[src/design/max_square_window_sum_macros.svh]
// ----------------------------------------------------------------------------
// Assertion macros for the maximum square window sum block
// Shared concurrent assertion forms; each use expects clk and rst_n in scope.
// ----------------------------------------------------------------------------
`ifndef MAX_SQUARE_WINDOW_SUM_MACROS_SVH
`define MAX_SQUARE_WINDOW_SUM_MACROS_SVH

// The consequent holds in the same cycle as the antecedent.
`define MSWS_ASSERT_SAME(lbl, ante, cons, msg) \
  lbl: assert property (@(posedge clk) disable iff (!rst_n) (ante) |-> (cons)) \
    else $error(msg);

// The consequent holds in the cycle after the antecedent.
`define MSWS_ASSERT_NEXT(lbl, ante, cons, msg) \
  lbl: assert property (@(posedge clk) disable iff (!rst_n) (ante) |=> (cons)) \
    else $error(msg);

`endif

[src/design/msws_pkg.sv]
`timescale 1ns / 1ps
// ----------------------------------------------------------------------------
// Maximum square window sum package
// Sizes, register codes, pipeline structs and the side clamp helper.
// ----------------------------------------------------------------------------
package msws_pkg;

  // Largest supported matrix side and element width.
  localparam int MAX_SIDE   = 128;
  localparam int VALUE_BITS = 16;

  // Port widths fixed by the interface.
  localparam int IN_TDATA_W  = 16;
  localparam int OUT_TDATA_W = 32;
  localparam int OUT_W       = 30;
  localparam int CFG_ADDR_W  = 3;
  localparam int CFG_DATA_W  = 32;
  localparam int REG_W       = 8;

  // Derived internal widths.
  localparam int DATA_W = (VALUE_BITS < IN_TDATA_W) ? VALUE_BITS : IN_TDATA_W;
  localparam int SIDE_W = (MAX_SIDE > 1) ? $clog2(MAX_SIDE) : 1;
  localparam int CNT_W  = $clog2(MAX_SIDE + 1);
  localparam int ADDR_W = 2 * SIDE_W;
  localparam int COL_W  = DATA_W + SIDE_W;
  localparam int SUM_W  = DATA_W + 2 * SIDE_W;

  // Register indexes (address bit 2) and reset values.
  localparam logic REG_MATRIX_SIZE = 1'b0;
  localparam logic REG_WINDOW_SIZE = 1'b1;
  localparam logic [REG_W-1:0] MATRIX_SIZE_RST = REG_W'(8);
  localparam logic [REG_W-1:0] WINDOW_SIZE_RST = REG_W'(2);

  // One element as it leaves the accept stage.
  typedef struct packed {
    logic              vld;
    logic              act;       // window fits the matrix
    logic              sub_rs;    // row at or below p: drop the element p rows up
    logic              win_row;   // a full window height is present
    logic              col0;      // first column restarts the running sum
    logic              sub_csp;   // drop the column sum p columns back
    logic              cand_col;  // a full window width is present
    logic              last;      // last element of the matrix
    logic [SIDE_W-1:0] col;
    logic [SIDE_W-1:0] colp;
    logic [DATA_W-1:0] v;
  } req_t;

  // Updated column sum handed to the window stage.
  typedef struct packed {
    logic             vld;
    logic             act;
    logic             win_row;
    logic             col0;
    logic             sub_csp;
    logic             cand_col;
    logic             last;
    logic [COL_W-1:0] cs_new;
    logic [COL_W-1:0] csp;
  } cs_t;

  // Zero is taken as one and sizes above the maximum saturate.
  function automatic logic [CNT_W-1:0] side_clamp(input logic [REG_W-1:0] s);
    logic [CNT_W-1:0] res;
    if (s == '0) begin
      res = CNT_W'(1);
    end else if (int'(s) > MAX_SIDE) begin
      res = CNT_W'(MAX_SIDE);
    end else begin
      res = CNT_W'(s);
    end
    return res;
  endfunction

endpackage

[src/design/msws_window.sv]
`timescale 1ns / 1ps
// ----------------------------------------------------------------------------
// Window sum and maximum
// Runs the sum of the last p column sums along a row, tracks the largest
// full window and holds the result until it is taken.
// ----------------------------------------------------------------------------
module msws_window (
  input  logic                        clk,
  input  logic                        rst_n,
  input  logic                        clear,
  input  msws_pkg::cs_t               s2,
  input  logic                        out_tready,
  output logic                        out_tvalid,
  output logic [msws_pkg::OUT_W-1:0]  out_data,
  output logic                        busy_last
);
  import msws_pkg::*;

  logic [SUM_W-1:0] ws_r, ws_base, ws_new, best_r, best_nxt;
  logic             s3_vld_r, s3_cand_r, s3_last_r;
  logic             out_valid_r;
  logic [OUT_W-1:0] out_data_r;
  logic             upd;

  // Running window sum: restart at the row start, add the new column,
  // drop the column that left the window.
  assign upd     = s2.vld && s2.act && s2.win_row;
  assign ws_base = s2.col0 ? '0 : ws_r;
  assign ws_new  = SUM_W'(ws_base + SUM_W'(s2.cs_new)
                   - (s2.sub_csp ? SUM_W'(s2.csp) : SUM_W'(0)));

  // Maximum over full windows, one item behind the running sum.
  assign best_nxt = (s3_vld_r && s3_cand_r && (ws_r > best_r)) ? ws_r : best_r;

  // Control and accumulator registers.
  always_ff @(posedge clk) begin
    if (!rst_n) begin
      ws_r        <= '0;
      best_r      <= '0;
      s3_vld_r    <= 1'b0;
      s3_cand_r   <= 1'b0;
      s3_last_r   <= 1'b0;
      out_valid_r <= 1'b0;
    end else begin
      s3_vld_r  <= s2.vld;
      s3_cand_r <= upd && s2.cand_col;
      s3_last_r <= s2.last;
      if (clear) begin
        ws_r   <= '0;
        best_r <= '0;
      end else begin
        if (upd) begin
          ws_r <= ws_new;
        end
        if (s3_vld_r && s3_last_r) begin
          best_r <= '0;
        end else begin
          best_r <= best_nxt;
        end
      end
      if (s3_vld_r && s3_last_r) begin
        out_valid_r <= 1'b1;
      end else if (out_tready) begin
        out_valid_r <= 1'b0;
      end
    end
  end

  // Result register.
  always_ff @(posedge clk) begin
    if (s3_vld_r && s3_last_r) begin
      out_data_r <= OUT_W'(best_nxt);
    end
  end

  assign out_tvalid = out_valid_r;
  assign out_data   = out_data_r;
  assign busy_last  = (s2.vld && s2.last) || (s3_vld_r && s3_last_r);

endmodule

[config.mk]
export PLATFORM = sky130hd
export DESIGN_NAME = msws_window
export DESIGN_NICKNAME = d
export VERILOG_FILES = /design/src/design/max_square_window_sum_macros.svh /design/src/design/msws_pkg.sv /design/src/design/msws_window.sv
export SDC_FILE = /design/constraint.sdc
export NUM_CORES = 1
export LEC_CHECK = 0
export BUFFER_PORTS_ARGS = -buffer_cell sky130_fd_sc_hd__buf_4
export CORE_ASPECT_RATIO = 1.75
export CORE_MARGIN = 4
export CORE_UTILIZATION = 53
export DETAILED_ROUTE_END_ITERATION = 16
export PLACE_DENSITY = 0.76
export REMOVE_ABC_BUFFERS = 1
export SLEW_MARGIN = 5
export SYNTH_ARGS = -nofsm -noshare
export SYNTH_HDL_FRONTEND = slang
export SYNTH_SLANG_ARGS = --single-unit
[constraint.sdc]
create_clock -name clk -period 3.3 [get_ports clk]
set_clock_uncertainty 0.1 [all_clocks]
set_input_delay 0.66 -clock clk [delete_from_list [all_inputs] [get_ports clk]]
set_output_delay 0.66 -clock clk [all_outputs]
set_load 0.02 [all_outputs]
# After elaboration in Yosys (flattened, before gate mapping)
# Cells that the tools add are included.
dict set report op_classes {
  n_mux 5
  addsub 2
  shift 0
  n_bitwise 1
  multipliers 0
  div_mod_pow 0
  order_cmp 1
  eq_ne 0
  reduce_logical 11
}
# op n
set op_table {}
lappend op_table {{2-to-1 mux 30 bit} 2}
lappend op_table {{adder 30 x 23 -> 30 bit} 1}
lappend op_table {{> comparator 30 bit} 1}
lappend op_table {{subtractor 30 x 23 -> 30 bit} 1}
lappend op_table {{2-to-1 mux 23 bit} 1}
lappend op_table {{logical AND 1 bit} 7}
lappend op_table {{OR reduction 3 bit} 1}
lappend op_table {{2-to-1 mux 1 bit} 2}
lappend op_table {{nonzero test 2 bit} 1}
lappend op_table {{OR reduction 2 bit} 1}
lappend op_table {{logical OR 1 bit} 1}
lappend op_table {{inverter 1 bit} 1}
dict set report totals {
  mem_bits_ro 0
  mem_count 0
  latchBits 0
  regBits 94
  ram_bits 0
  elab_cells 27
}

# Longest topological paths before layout
dict set report logic_depth {
  ltp_word 3
  mapped_depth 15
  mapped_depth_nobuf 14
}

# Worst setup path before layout
# OpenSTA, ideal clock, no wires.
dict set report synth_path {
  path_kind {input-to-reg}
  from {input port s2[48] (netlist bit)}
  to {register ws_r[28]}
  setup_ns 0.062
  arrival_ns 3.375
  path_slack_ns -0.236
  required_ns 3.138
  cell_stages 13
  n_path_buf 1
  cell_sequence {clkbuf_1 and2_1 fa_1 inv_1 ha_1 nand2_1 o21a_1 o221a_4 o211ai_4 a211oi_1 o31a_1 or4_1 nand3_1}
}
dict set report synth_between {
  elab_chain_len 2
}
# item line
set synth_lines {}
lappend synth_lines {{start: declaration} msws_window.sv:11} ;# input msws_pkg::cs_t s2,
lappend synth_lines {{2-to-1 mux 23 bit} msws_window.sv:30} ;# - (s2.sub_csp ? SUM_W'(s2.csp) : SUM_W'(0)));
lappend synth_lines {{subtractor 30 x 23 -> 30 bit} msws_window.sv:30}
lappend synth_lines {{end signal: assignment} msws_window.sv:53} ;# ws_r <= ws_new;
lappend synth_lines {{end: declaration} msws_window.sv:19} ;# logic [SUM_W-1:0] ws_r, ws_base, ws_new, best_r, best_nxt;
# No other way between the ends.
# A chain may end at the register's enable or synchronous reset.

# Worst setup path after layout
# Same ends and word-level chain as after synthesis.

==> impl_metrics.tcl <==
set metrics [dict create \
    status "finished, violations left" \
    violations "negative setup slack" \
    cap_viol_max_count 0 \
    nFillCells 951 \
    coreArea_mm2 0.01243 \
    critPathRequiredTime_ns 3.49 \
    final_area_mm2 0.008980 \
    clock_latency_ns 0.35 \
    synth_common_cells "inv_1 (114), dfxtp_1 (64), ha_1 (60)" \
    die_width_um 93.10 \
    hold_path.class "register to register" \
    synth_ff_type "dfxtp_1" \
    place.gp.congestion 0.9450 \
    setup_ws_ns -0.05386 \
    num_io_pins 89 \
    grt_usage 0.2748 \
    synth_area_leaders "dfxtp_1 (19%), edfxtp_1 (13%), ha_1 (11%)" \
    synth_most_common_cell "inv_1" \
    switchingPower_uw 1112 \
    ys_seq_elements 94 \
    crit_buf_inv 2 \
    rows 54 \
    grt_antenna_before_repair 0 \
    syn_inst 740 \
    finalCritPeriodShare 1.016 \
    slew_viol_final 0 \
    ir_worst_vdd_uv 295.6 \
    drt_wl_total_um 20310 \
    die_h_um 156.9 \
    finalSetupViolations 1 \
    synth_edf_count 30 \
    diodes 0 \
    max_freq_mhz 298.2 \
    setup_tns_ns -0.05386 \
    cp_cell_sequence "buf_12, and2_1, fa_1, inv_1, ha_4, nand2_2, o21a_1, o221a_4, o211ai_4, a211oi_2, o31a_1, or4_4, nand3_2" \
    vias_per_cell 5.524 \
    grt_pass1_vias 6403 \
    drc 0 \
    grt_pass1_wl_um 30950 \
    synth_top_cell_by_area "dfxtp_1" \
    leakage_uw 0.004044 \
    via_count 6027 \
    yosysWarnings 0 \
    p_int_uw 2333 \
    yosysTopAreaCellShare 0.1908 \
    die-area_mm2 0.01461 \
    cts_tree "done" \
    async_reset_ff_frac 0 \
    area_growth_pct 33.70 \
    drive_above_1_share 0.3077 \
    drtPass1Iterations 4 \
    root_buffer "clkbuf_16" \
    avgSynthCellArea_um2 9.076 \
    clk_pin_slew_worst_paths_ns 0.07 \
    cts_buffers 9 \
    htree_levels 3 \
    synth.distinct_cells 66 \
    syn_area_mm2 0.006716 \
    slowest_stage "fa_1" \
    drt-initial-drc-count 206 \
    clkPwrFrac 0.295 \
    max_stage_delay_ns 0.50 \
    timing.critical_path.arrival_ns 3.54 \
    hold_viol 0 \
    swShare 0.3227 \
    cp-start-kind "primary input" \
    grt_start_max_net_pins 31 \
    path_max_fanout 19 \
    clock-sinks 94 \
    max_slew_margin 0.5103 \
    ctsHoldBuffers 0 \
    rsz0062_at_grt "yes" \
    worstMarginPinSlew_ns 0.7345 \
    ant_nets 0 \
    start_util 0.5403 \
    seq_power_share 0.354 \
    cts_buffer_depth 2 \
    power_density_mw_per_mm2 383.6 \
    worstSetupPathType "primary input to register" \
    synth-seq-area-share 0.3249 \
    dp_slack_ns -0.5875 \
    min_period_ns 3.354 \
    cp_top_family "compound AO/OA/AOI/OAI gates" \
    io_buffer_count 88 \
    dpl_cell_area_mm2 0.008205 \
    routedWlPerCell_um 18.62 \
    dp_hpwl_um 15800 \
    fin_nets 1058 \
    grt-ovfl-total 0 \
    cp-end-kind "register" \
    p_comb_frac 0.351 \
]
state kept, by name (all words and copies together), names as in the netlist:
| name | count |
|---|---|
| best_r | 30 |
| out_data | 30 |
| out_tvalid | 1 |
| s3_cand_r | 1 |
| s3_last_r | 1 |
| s3_vld_r | 1 |
| ws_r | 30 |
worst paths after layout:
kind / from / endpoint / slack (ns) / cells past startpoint
setup / recovery: s2[48] / ws_r[28]$_SDFFE_PP0P_ / -0.05 / 13
setup reg to reg: ws_r[9]$_SDFFE_PP0P_ / ws_r[28]$_SDFFE_PP0P_ / 0.02 / 12
hold reg to reg: out_tvalid$_SDFFE_PN0P_ / out_tvalid$_SDFFE_PN0P_ / 0.39 / 2
hold / removal: out_tvalid$_SDFFE_PN0P_ / out_tvalid$_SDFFE_PN0P_ / 0.39 / 2
placed cells by master, fill, tap and decap left out, types with 13 or more instances in the layout:
cell type | netlist | layout
nand2_1 | 57 | 53
a21oi_1 | 46 | 39
buf_4 | 1 | 184
mux2_1 | 21 | 21
a21o_1 | 23 | 23
ha_1 | 60 | 44
nand2b_1 | 35 | 31
nand3_1 | 19 | 18
nor2b_1 | 40 | 39
ha_4 | 0 | 14
inv_1 | 114 | 112
and2_1 | 26 | 23
dfxtp_1 | 64 | 64
xnor2_1 | 13 | 13
edfxtp_1 | 30 | 30
fa_1 | 23 | 22
nor2_1 | 19 | 17
cell families after synthesis:
family,count (synthesis),synth area share
XOR/XNOR,18,0.02347
buffers and inverters,137,0.08178
AO/OA/AOI/OAI,141,0.1449
multiplexers,31,0.05179
AND/OR/NAND/NOR,236,0.1928
adder cells (fa/ha/maj),83,0.1803
flip-flops,94,0.3249
what timing repair did:
action | in CTS | in global routing
buffers inserted | 1 | 3
gates resized for setup | 34 | 39
pin swaps | 8 | 20
gates cloned | 0 | 2
endpoints found under the setup margin | 17 | 14
power by group through the flow:
stage	Sequential (uW)	Combinational, uW	Clock, uW
2_1_floorplan	1260	561	0
3_3_place_gp	1250	1010	0
3_5_place_dp	1250	1040	0
4_1_cts	1220	1110	1030
5_1_grt	1220	1300	1070
6_report	1220	1210	1010
worst min-delay path: cells and delay by family, from the launching register on:
kind,cells,cell delay (ns)
flops,1,0.32
compound gates,1,0.07
simple gates,1,0.06
through the flow:
stage               hold slack (ns)  total power (uW)    util  std cells
floorplan                    0.3591              1817       -        717
global placement             0.3682              2259  0.6600       1069
detailed placement           0.3825              2283  0.6600       1069
CTS                          0.3945              3360  0.6999       1086
global route                 0.4123              3597  0.7223       1091
finish                       0.3861              3445  0.7223       1091
cell type report:
type / count / area [um2] / area share
sequential: 94 / 2182 / 0.2430
clock inverter: 6 / 52.55 / 0.005852
inverter: 114 / 427.9 / 0.04765
timing repair buffer: 190 / 1503 / 0.1673
multi-input combinational: 509 / 4375 / 0.4873
clock buffer: 10 / 229.0 / 0.02550
tap: 168 / 210.2 / 0.02341
routing by layer:
layer | track usage | routed length, um
met4 | 0.1607 | 1194
met1 | 0.2479 | 6817
met3 | 0.03969 | 567
met5 | 0 | 0
met2 | 0.5576 | 11740
(Power assumes the default switching activity.)
