<file path="src/design/max_square_window_sum_macros.svh">
// ----------------------------------------------------------------------------
// Assertion macros for the maximum square window sum block
// Shared concurrent assertion forms; each use expects clk and rst_n in scope.
// ----------------------------------------------------------------------------
`ifndef MAX_SQUARE_WINDOW_SUM_MACROS_SVH
`define MAX_SQUARE_WINDOW_SUM_MACROS_SVH

// The consequent holds in the same cycle as the antecedent.
`define MSWS_ASSERT_SAME(lbl, ante, cons, msg) \
  lbl: assert property (@(posedge clk) disable iff (!rst_n) (ante) |-> (cons)) \
    else $error(msg);

// The consequent holds in the cycle after the antecedent.
`define MSWS_ASSERT_NEXT(lbl, ante, cons, msg) \
  lbl: assert property (@(posedge clk) disable iff (!rst_n) (ante) |=> (cons)) \
    else $error(msg);

`endif

</file>
<file path="src/design/msws_pkg.sv">
`timescale 1ns / 1ps
// ----------------------------------------------------------------------------
// Maximum square window sum package
// Sizes, register codes, pipeline structs and the side clamp helper.
// ----------------------------------------------------------------------------
package msws_pkg;

  // Largest supported matrix side and element width.
  localparam int MAX_SIDE   = 128;
  localparam int VALUE_BITS = 16;

  // Port widths fixed by the interface.
  localparam int IN_TDATA_W  = 16;
  localparam int OUT_TDATA_W = 32;
  localparam int OUT_W       = 30;
  localparam int CFG_ADDR_W  = 3;
  localparam int CFG_DATA_W  = 32;
  localparam int REG_W       = 8;

  // Derived internal widths.
  localparam int DATA_W = (VALUE_BITS < IN_TDATA_W) ? VALUE_BITS : IN_TDATA_W;
  localparam int SIDE_W = (MAX_SIDE > 1) ? $clog2(MAX_SIDE) : 1;
  localparam int CNT_W  = $clog2(MAX_SIDE + 1);
  localparam int ADDR_W = 2 * SIDE_W;
  localparam int COL_W  = DATA_W + SIDE_W;
  localparam int SUM_W  = DATA_W + 2 * SIDE_W;

  // Register indexes (address bit 2) and reset values.
  localparam logic REG_MATRIX_SIZE = 1'b0;
  localparam logic REG_WINDOW_SIZE = 1'b1;
  localparam logic [REG_W-1:0] MATRIX_SIZE_RST = REG_W'(8);
  localparam logic [REG_W-1:0] WINDOW_SIZE_RST = REG_W'(2);

  // One element as it leaves the accept stage.
  typedef struct packed {
    logic              vld;
    logic              act;       // window fits the matrix
    logic              sub_rs;    // row at or below p: drop the element p rows up
    logic              win_row;   // a full window height is present
    logic              col0;      // first column restarts the running sum
    logic              sub_csp;   // drop the column sum p columns back
    logic              cand_col;  // a full window width is present
    logic              last;      // last element of the matrix
    logic [SIDE_W-1:0] col;
    logic [SIDE_W-1:0] colp;
    logic [DATA_W-1:0] v;
  } req_t;

  // Updated column sum handed to the window stage.
  typedef struct packed {
    logic             vld;
    logic             act;
    logic             win_row;
    logic             col0;
    logic             sub_csp;
    logic             cand_col;
    logic             last;
    logic [COL_W-1:0] cs_new;
    logic [COL_W-1:0] csp;
  } cs_t;

  // Zero is taken as one and sizes above the maximum saturate.
  function automatic logic [CNT_W-1:0] side_clamp(input logic [REG_W-1:0] s);
    logic [CNT_W-1:0] res;
    if (s == '0) begin
      res = CNT_W'(1);
    end else if (int'(s) > MAX_SIDE) begin
      res = CNT_W'(MAX_SIDE);
    end else begin
      res = CNT_W'(s);
    end
    return res;
  endfunction

endpackage

</file>
<file path="src/design/msws_col_store.sv">
`timescale 1ns / 1ps
`include "max_square_window_sum_macros.svh"
// ----------------------------------------------------------------------------
// Column sum store
// Keeps one sum per column over the last p rows. Reads two columns, updates
// one and writes it back, forwarding the value that is still being written.
// ----------------------------------------------------------------------------
module msws_col_store (
  input  logic                         clk,
  input  logic                         rst_n,
  input  logic                         clear,
  input  msws_pkg::req_t               s0,
  input  logic [msws_pkg::DATA_W-1:0]  rs_rdata,
  output logic                         s1_last,
  output msws_pkg::cs_t                s2
);
  import msws_pkg::*;

  // Source of a column sum read.
  localparam logic [1:0] SEL_ZERO = 2'd0;
  localparam logic [1:0] SEL_MEM  = 2'd1;
  localparam logic [1:0] SEL_FWD  = 2'd2;

  logic [COL_W-1:0]    mem [MAX_SIDE];
  logic [MAX_SIDE-1:0] valid_r, valid_nxt;
  req_t                s1_r;
  cs_t                 s2_r;
  logic [COL_W-1:0]    rd_a_r, rd_b_r, fwd_r;
  logic [1:0]          sel_a_nxt, sel_b_nxt, sel_a_r, sel_b_r;
  logic [COL_W-1:0]    cs_old, csp, rs, cs_new;
  logic                s1_wr;

  assign s1_wr = s1_r.vld && s1_r.act;

  // Pick the source for each read: a matrix restart reads zero, the entry
  // written this cycle is forwarded, and an entry not yet written reads zero.
  always_comb begin
    if (s1_r.vld && s1_r.last) begin
      sel_a_nxt = SEL_ZERO;
    end else if (s1_wr && (s1_r.col == s0.col)) begin
      sel_a_nxt = SEL_FWD;
    end else if (!valid_r[s0.col]) begin
      sel_a_nxt = SEL_ZERO;
    end else begin
      sel_a_nxt = SEL_MEM;
    end
    if (s1_r.vld && s1_r.last) begin
      sel_b_nxt = SEL_ZERO;
    end else if (s1_wr && (s1_r.col == s0.colp)) begin
      sel_b_nxt = SEL_FWD;
    end else if (!valid_r[s0.colp]) begin
      sel_b_nxt = SEL_ZERO;
    end else begin
      sel_b_nxt = SEL_MEM;
    end
  end

  // Valid bits clear on a new matrix and set on each write.
  always_comb begin
    valid_nxt = valid_r;
    if (clear || (s1_r.vld && s1_r.last)) begin
      valid_nxt = '0;
    end else if (s1_wr) begin
      valid_nxt[s1_r.col] = 1'b1;
    end
  end

  // Memory access: write back the updated sum, read two columns.
  always_ff @(posedge clk) begin
    if (s1_wr) begin
      mem[s1_r.col] <= cs_new;
    end
    rd_a_r <= mem[s0.col];
    rd_b_r <= mem[s0.colp];
    fwd_r  <= cs_new;
  end

  // Resolve the read data.
  always_comb begin
    case (sel_a_r)
      SEL_MEM: cs_old = rd_a_r;
      SEL_FWD: cs_old = fwd_r;
      default: cs_old = '0;
    endcase
    case (sel_b_r)
      SEL_MEM: csp = rd_b_r;
      SEL_FWD: csp = fwd_r;
      default: csp = '0;
    endcase
  end

  // Column sum update: drop the element p rows up, add the new one.
  assign rs     = s1_r.sub_rs ? COL_W'(rs_rdata) : '0;
  assign cs_new = COL_W'(cs_old - rs + COL_W'(s1_r.v));

  // Stage registers.
  always_ff @(posedge clk) begin
    if (!rst_n) begin
      valid_r <= '0;
      s1_r    <= '0;
      s2_r    <= '0;
      sel_a_r <= SEL_ZERO;
      sel_b_r <= SEL_ZERO;
    end else begin
      valid_r       <= valid_nxt;
      s1_r          <= s0;
      sel_a_r       <= sel_a_nxt;
      sel_b_r       <= sel_b_nxt;
      s2_r.vld      <= s1_r.vld;
      s2_r.act      <= s1_r.act;
      s2_r.win_row  <= s1_r.win_row;
      s2_r.col0     <= s1_r.col0;
      s2_r.sub_csp  <= s1_r.sub_csp;
      s2_r.cand_col <= s1_r.cand_col;
      s2_r.last     <= s1_r.last;
      s2_r.cs_new   <= cs_new;
      s2_r.csp      <= csp;
    end
  end

  assign s1_last = s1_r.vld && s1_r.last;
  assign s2      = s2_r;

  // Checks on the read-modify-write path.
  `MSWS_ASSERT_NEXT(a_restart_clears, s1_r.vld && s1_r.last, valid_r == '0, "valid bits survived a matrix restart")
  `MSWS_ASSERT_NEXT(a_write_marks, s1_wr && !s1_r.last && !clear, valid_r[$past(s1_r.col)], "written column not marked valid")
  `MSWS_ASSERT_SAME(a_fwd_source, sel_a_r == SEL_FWD || sel_b_r == SEL_FWD, $past(s1_wr), "forwarding without a preceding write")

endmodule

</file>
<file path="config.mk">
export PLATFORM = sky130hd
export DESIGN_NAME = msws_col_store
export DESIGN_NICKNAME = d
export VERILOG_FILES = /design/src/design/msws_pkg.sv /design/src/design/msws_col_store.sv
export VERILOG_INCLUDE_DIRS = /design/src /design/src/design
export SDC_FILE = /design/constraint.sdc
export NUM_CORES = 2
export LEC_CHECK = 0
export ABC_AREA = 0
export BUFFER_PORTS_ARGS = -buffer_cell sky130_fd_sc_hd__buf_2
export CORE_MARGIN = 4
export CORE_UTILIZATION = 23
export CTS_BUF_LIST = sky130_fd_sc_hd__clkbuf_8
export CTS_CLUSTER_SIZE = 10
export DETAILED_ROUTE_END_ITERATION = 6
export PLACE_DENSITY_LB_ADDON = 0.15
export SYNTH_ARGS = -nofsm -noshare
export SYNTH_HDL_FRONTEND = slang
export SYNTH_SLANG_ARGS = --single-unit
</file>
<file path="constraint.sdc">
create_clock -name clk -period 35.3 [get_ports clk]
set_input_delay 5.295 -clock clk [delete_from_list [all_inputs] [get_ports clk]]
set_output_delay 5.295 -clock clk [all_outputs]
set_load 0.02 [all_outputs]
</file>
* Word-level counts from Yosys, hierarchy flattened
Memories as Yosys holds them, arrays and structs flattened. A register that Yosys moved wholly into a read port is not among the register bits. Index checks and enable logic that the tools add are counted. W data, S select, Z words.
Cells by class: muxes and demuxes 15, bitwise operators 2, order comparisons 4, eq/ne operators 6, add/sub/neg operators 2, reductions and logical operators 10
Operator list (count):
- $or A128 B128 Y128 | 1
- $pmux W23 S2 | 2
- $lt A7 B8 Y1 const B | 3
- $add A23 B16 Y23 | 1
- $sub A23 B16 Y23 | 1
- $mux W16 | 1
- $bmux W1 S7 | 2
- $eq A7 B7 Y1 | 2
- $demux W1 S7 | 1
- $ge A7 B1 Y1 const B | 1
- $mux W1 | 7
- $reduce_or A3 Y1 | 2
- $logic_and A1 B1 Y1 | 5
- $eq A2 B1 Y1 const B | 2
- $eq A2 B2 Y1 const B | 2
- $mux W2 | 2
- $reduce_or A2 Y1 | 2
- $logic_or A1 B1 Y1 | 1
- $not A1 Y1 | 1
Storage, ports and cells: input bits 57, memory bits (writable) 2944, memories 1, output and inout port bits 54, logic and storage cells 65, register bits after elaboration 239
Memory list:
- mem | depth 128, bits a word 23, rd ports 2, clocked after Yosys merged registers in 2, wr ports 1, line msws_col_store.sv:24 | logic [COL_W-1:0] mem [MAX_SIDE];

* Depth between registers and ports, before layout
depth in word-level cells 5, gate-level depth with buffers 16, gate-level depth less buffers 14

* Worst setup path before layout
Ideal clock, no wire load.
path type input -> register, start input port rs_rdata[2] (netlist bit), end memory mem[0][9] (netlist bit) (data pin), slack 18.193 ns, data arrival time 15.291 ns, required time 33.484 ns, path buffers 0, setup time 1.816 ns, stages on the path 9, cell sequence and2_1 -> fa_1 -> inv_1 -> ha_1 -> a21oi_1 -> a21oi_1 -> o21ai_0 -> a21oi_1 -> o311ai_0
Between the ends: longest elaborated chain between the ends 3
RTL lines:
- start: declaration | line msws_col_store.sv:13 | input logic [msws_pkg::DATA_W-1:0] rs_rdata,
- $mux W16 | line msws_col_store.sv:93 | assign rs = s1_r.sub_rs ? COL_W'(rs_rdata) : '0;
- $sub A23 B16 Y23 | line msws_col_store.sv:94 | assign cs_new = COL_W'(cs_old - rs + COL_W'(s1_r.v));
- $add A23 B16 Y23 | line msws_col_store.sv:94
- net cs_new[9] | line msws_col_store.sv:30 | logic [COL_W-1:0] cs_old, csp, rs, cs_new;
- end: declaration | line msws_col_store.sv:24
The timed path passes the listed nets, and every way through them passes these cells.

==> results.md <==
- Port bufs: 110
- Placeable core area: 638000 µm²
- Antenna viol nets, final: 0
- Largest net degree at the start of global routing: 81
- Wirelength per Cell: 36.2 µm
- Final nets: 8367
- Starting Density: 0.231
- Cts repair resizes: 0
- Finish-stage setup viols: 0
- Final hold vios: 0
- Register-to-Register Path Depth: 15
- Share of layout cells above drive strength 1: 0.362
- Syn Nets: 7905
- Final period util: 0.288
- Crit-path leading delay family: buffers and inverters
- Critical Path Stages: 10
- Routability cong.: 0.797
- Fin crit period: 10.18 ns
- Hold buffer count at CTS: 0
- Crit path required time: 36.46 ns
- Clock transition at the registers of the reported paths: 0.06 ns
- Crit path top cell by count: buf_4
- TNS Setup: 0 ns
- WP data arrival: 11.34 ns
- Skew final: 0.0662 ns
- Post-CTS Repair Setup Buffers: 0
- Worst-Skew Late Latency: 1.32 ns
- CP Capture Type: flop
- Failing checks: capacitance limit, slew limit
- 1st-iter DRT viols: 9241
- Vias post-DR: 88597
- Final core utilization: 0.269
- Peak supply drop: 0.0397 mV
- Tot Pwr: 0.00906 W
- Max-Cap Viols: 1
- Via density: 5.16
- # fillers: 63988
- Die Ht: 809 µm
- CP Cell Sequence: buf_12 > buf_4 > buf_4 > buf_4 > buf_4 > buf_4 > mux4_2 > a22oi_1 > a31oi_2 > a211o_1
- Crit-path max cell delay: 0.78 ns
- Worst Path Max Fanout: 46
- Die Wd: 809 µm
- Clock Sinks: 3229
- Flops & latches, synth: 3229
- Post-Route WL: 622000 µm
- Pre-CTS WS: 23.49 ns
- Initial antenna violation count: 61
- Commonest non-fill, non-tap cell in the layout: edfxtp_1
- Router iterations before antenna repair: 5
- Drt drc: 0
- Worst slew margin: -0.0694
- Post-route setup slack: 25.12 ns
- H-tree levels: 6
- Syn Inst Count: 7805
- RSZ-0062 raised after global routing: no
- Ys flop type: edfxtp_1
- Slowest CP cell: buf_4
- Synth warnings: 0
- Outcome: finished, violations left
- Avg Inst Size Synth: 18.9 µm²
- Final Non-Filler Cells: 17174
- I/O pins: 111
- Row count: 293
- F_max: 98.2 MHz
- Total CTS buffers: 598
- Dpl hpwl: 367000 µm
- DIE AREA: 654000 µm²
- Startpoint Class: input pin
- Wire length of the first global-routing pass: 834000 µm
- Distinct cells, synth: 63
- Least-Margin Pin Slew: 1.59 ns
- Vias in the first global route: 92619
- CTS tree: yes
- WS Path Type: in -> reg
- GRT Total Usage: 0.184
- Critical path buffer and inverter count: 6
- Most frequent cells in the layout: 2944 x edfxtp_1, 1619 x mux4_2, 667 x clkbuf_8, 524 x nand3_1, 381 x buf_4
- Ys async rst share: 0
- CTS root buf: clkbuf_8
- Worst hold path cell count: 1
- Hold Path Class: reg -> reg
- Mapped Area: 148000 µm²
- Placed insts: 16074
- CTS max path bufs: 4
- Final Max Slew Viols: 2
- Sequential fraction of the synthesis area: 0.638
- Grt ovf: 0
- Synth-to-Final Area Change: 16.5%
- EDFF count, synth: 2944
- Pleak: 53.7 nW
- Pwr Density: 52.7 nW/µm²
==> report_power, final <==
| part | internal (W) | switching [W] |
|---|---|---|
| registers | 0.00450 | 0.0000222 |
| clock network | 0.00175 | 0.00168 |
| logic | 0.000267 | 0.000836 |
| total | 0.00652 | 0.00254 |
==> logic make-up (layout without fill, tap and decap cells) <==
family	count (synthesis)	in the layout	share of synthesized area
multiplexers	1704	1704	0.253
other	0	33	0
AND/OR/NAND/NOR	1463	1463	0.0523
adder cells (fa/ha/maj)	43	43	0.00446
flip-flops	3229	3229	0.638
buffers and inverters	710	1639	0.0208
XOR/XNOR	31	31	0.00184
AO/OA/AOI/OAI	625	625	0.0296
==> sequential cells by signal, summed over array words and instances (netlist names) <==
register and flops:
fwd_r 23, mem 2944, rd_a_r 23, rd_b_r 23, s1_r 31, s2 53, sel_a_r 2, sel_b_r 2
valid_r 128
==> metal layers <==
metal,share of wire,vias up,routed length (µm),GRT usage
met5,0.000095,-,59,0
met4,0.034,8,21300,0.0575
met3,0.060,891,37300,0.0283
met2,0.48,3648,296000,0.302
met1,0.43,49695,267000,0.252
li1,-,34355,-,-
==> path summary, 6_finish.rpt <==
path              slack (ns)           to        from
setup / recovery       25.12   rd_a_r[10]      s0[23]
hold / removal          0.43       s2[47]    s1_r[31]
setup reg to reg       28.34  mem[79][20]  sel_a_r[0]
hold reg to reg         0.43       s2[47]    s1_r[31]
==> per-stage QoR <==
stage                     cell area (µm²)  hold WS, ns
after floorplan                    148000        0.412
after global placement             161000        0.422
after detailed placement           161000        0.418
after CTS                          172000        0.435
after global routing               172000        0.469
final                              172000        0.431
==> cell usage after synthesis (5+ instances only) <==
master / instances / area share
nand2_1: 157 / 0.0040
nand4_1: 121 / 0.0051
a31oi_1: 120 / 0.0051
nand3_1: 526 / 0.018
nand2b_1: 17 / 0.00072
buf_4: 20 / 0.0010
xor2_1: 11 / 0.00065
inv_1: 61 / 0.0016
o22ai_1: 45 / 0.0019
nor2b_1: 91 / 0.0039
mux2i_1: 80 / 0.0054
and3_1: 120 / 0.0051
xnor2_1: 20 / 0.0012
o211ai_1: 5 / 0.00025
a211oi_1: 34 / 0.0017
o21ai_0: 39 / 0.0013
clkbuf_1: 351 / 0.0089
edfxtp_1: 2944 / 0.60
dfxtp_1: 285 / 0.039
buf_1: 87 / 0.0022
a21oi_1: 49 / 0.0017
fa_1: 16 / 0.0022
o221ai_1: 6 / 0.00036
buf_6: 14 / 0.0011
a211o_1: 45 / 0.0027
nor2_1: 179 / 0.0046
nand3b_1: 55 / 0.0028
mux4_2: 1619 / 0.25
o21a_1: 131 / 0.0067
a22oi_1: 121 / 0.0062
buf_2: 177 / 0.0060
and2_1: 75 / 0.0032
nor4_1: 49 / 0.0021
or2_2: 22 / 0.00093
mux2_2: 5 / 0.00038
ha_1: 27 / 0.0023
nor3b_1: 5 / 0.00025
nor3_1: 34 / 0.0012
==> cell type report <==
cell class                      instances  area (µm²)  share of cell area
Clock inverter                        401        1880              0.0109
Antenna cell                           33        82.6            0.000480
Tap cell                             8407       10500              0.0612
Multi-Input combinational cell       3866       52000               0.303
Timing Repair Buffer                  511        3850              0.0224
Sequential cell                      3229       94100               0.548
Clock buffer                          666        9170              0.0533
Inverter                               61         229             0.00133
(Power assumes the default switching activity.)
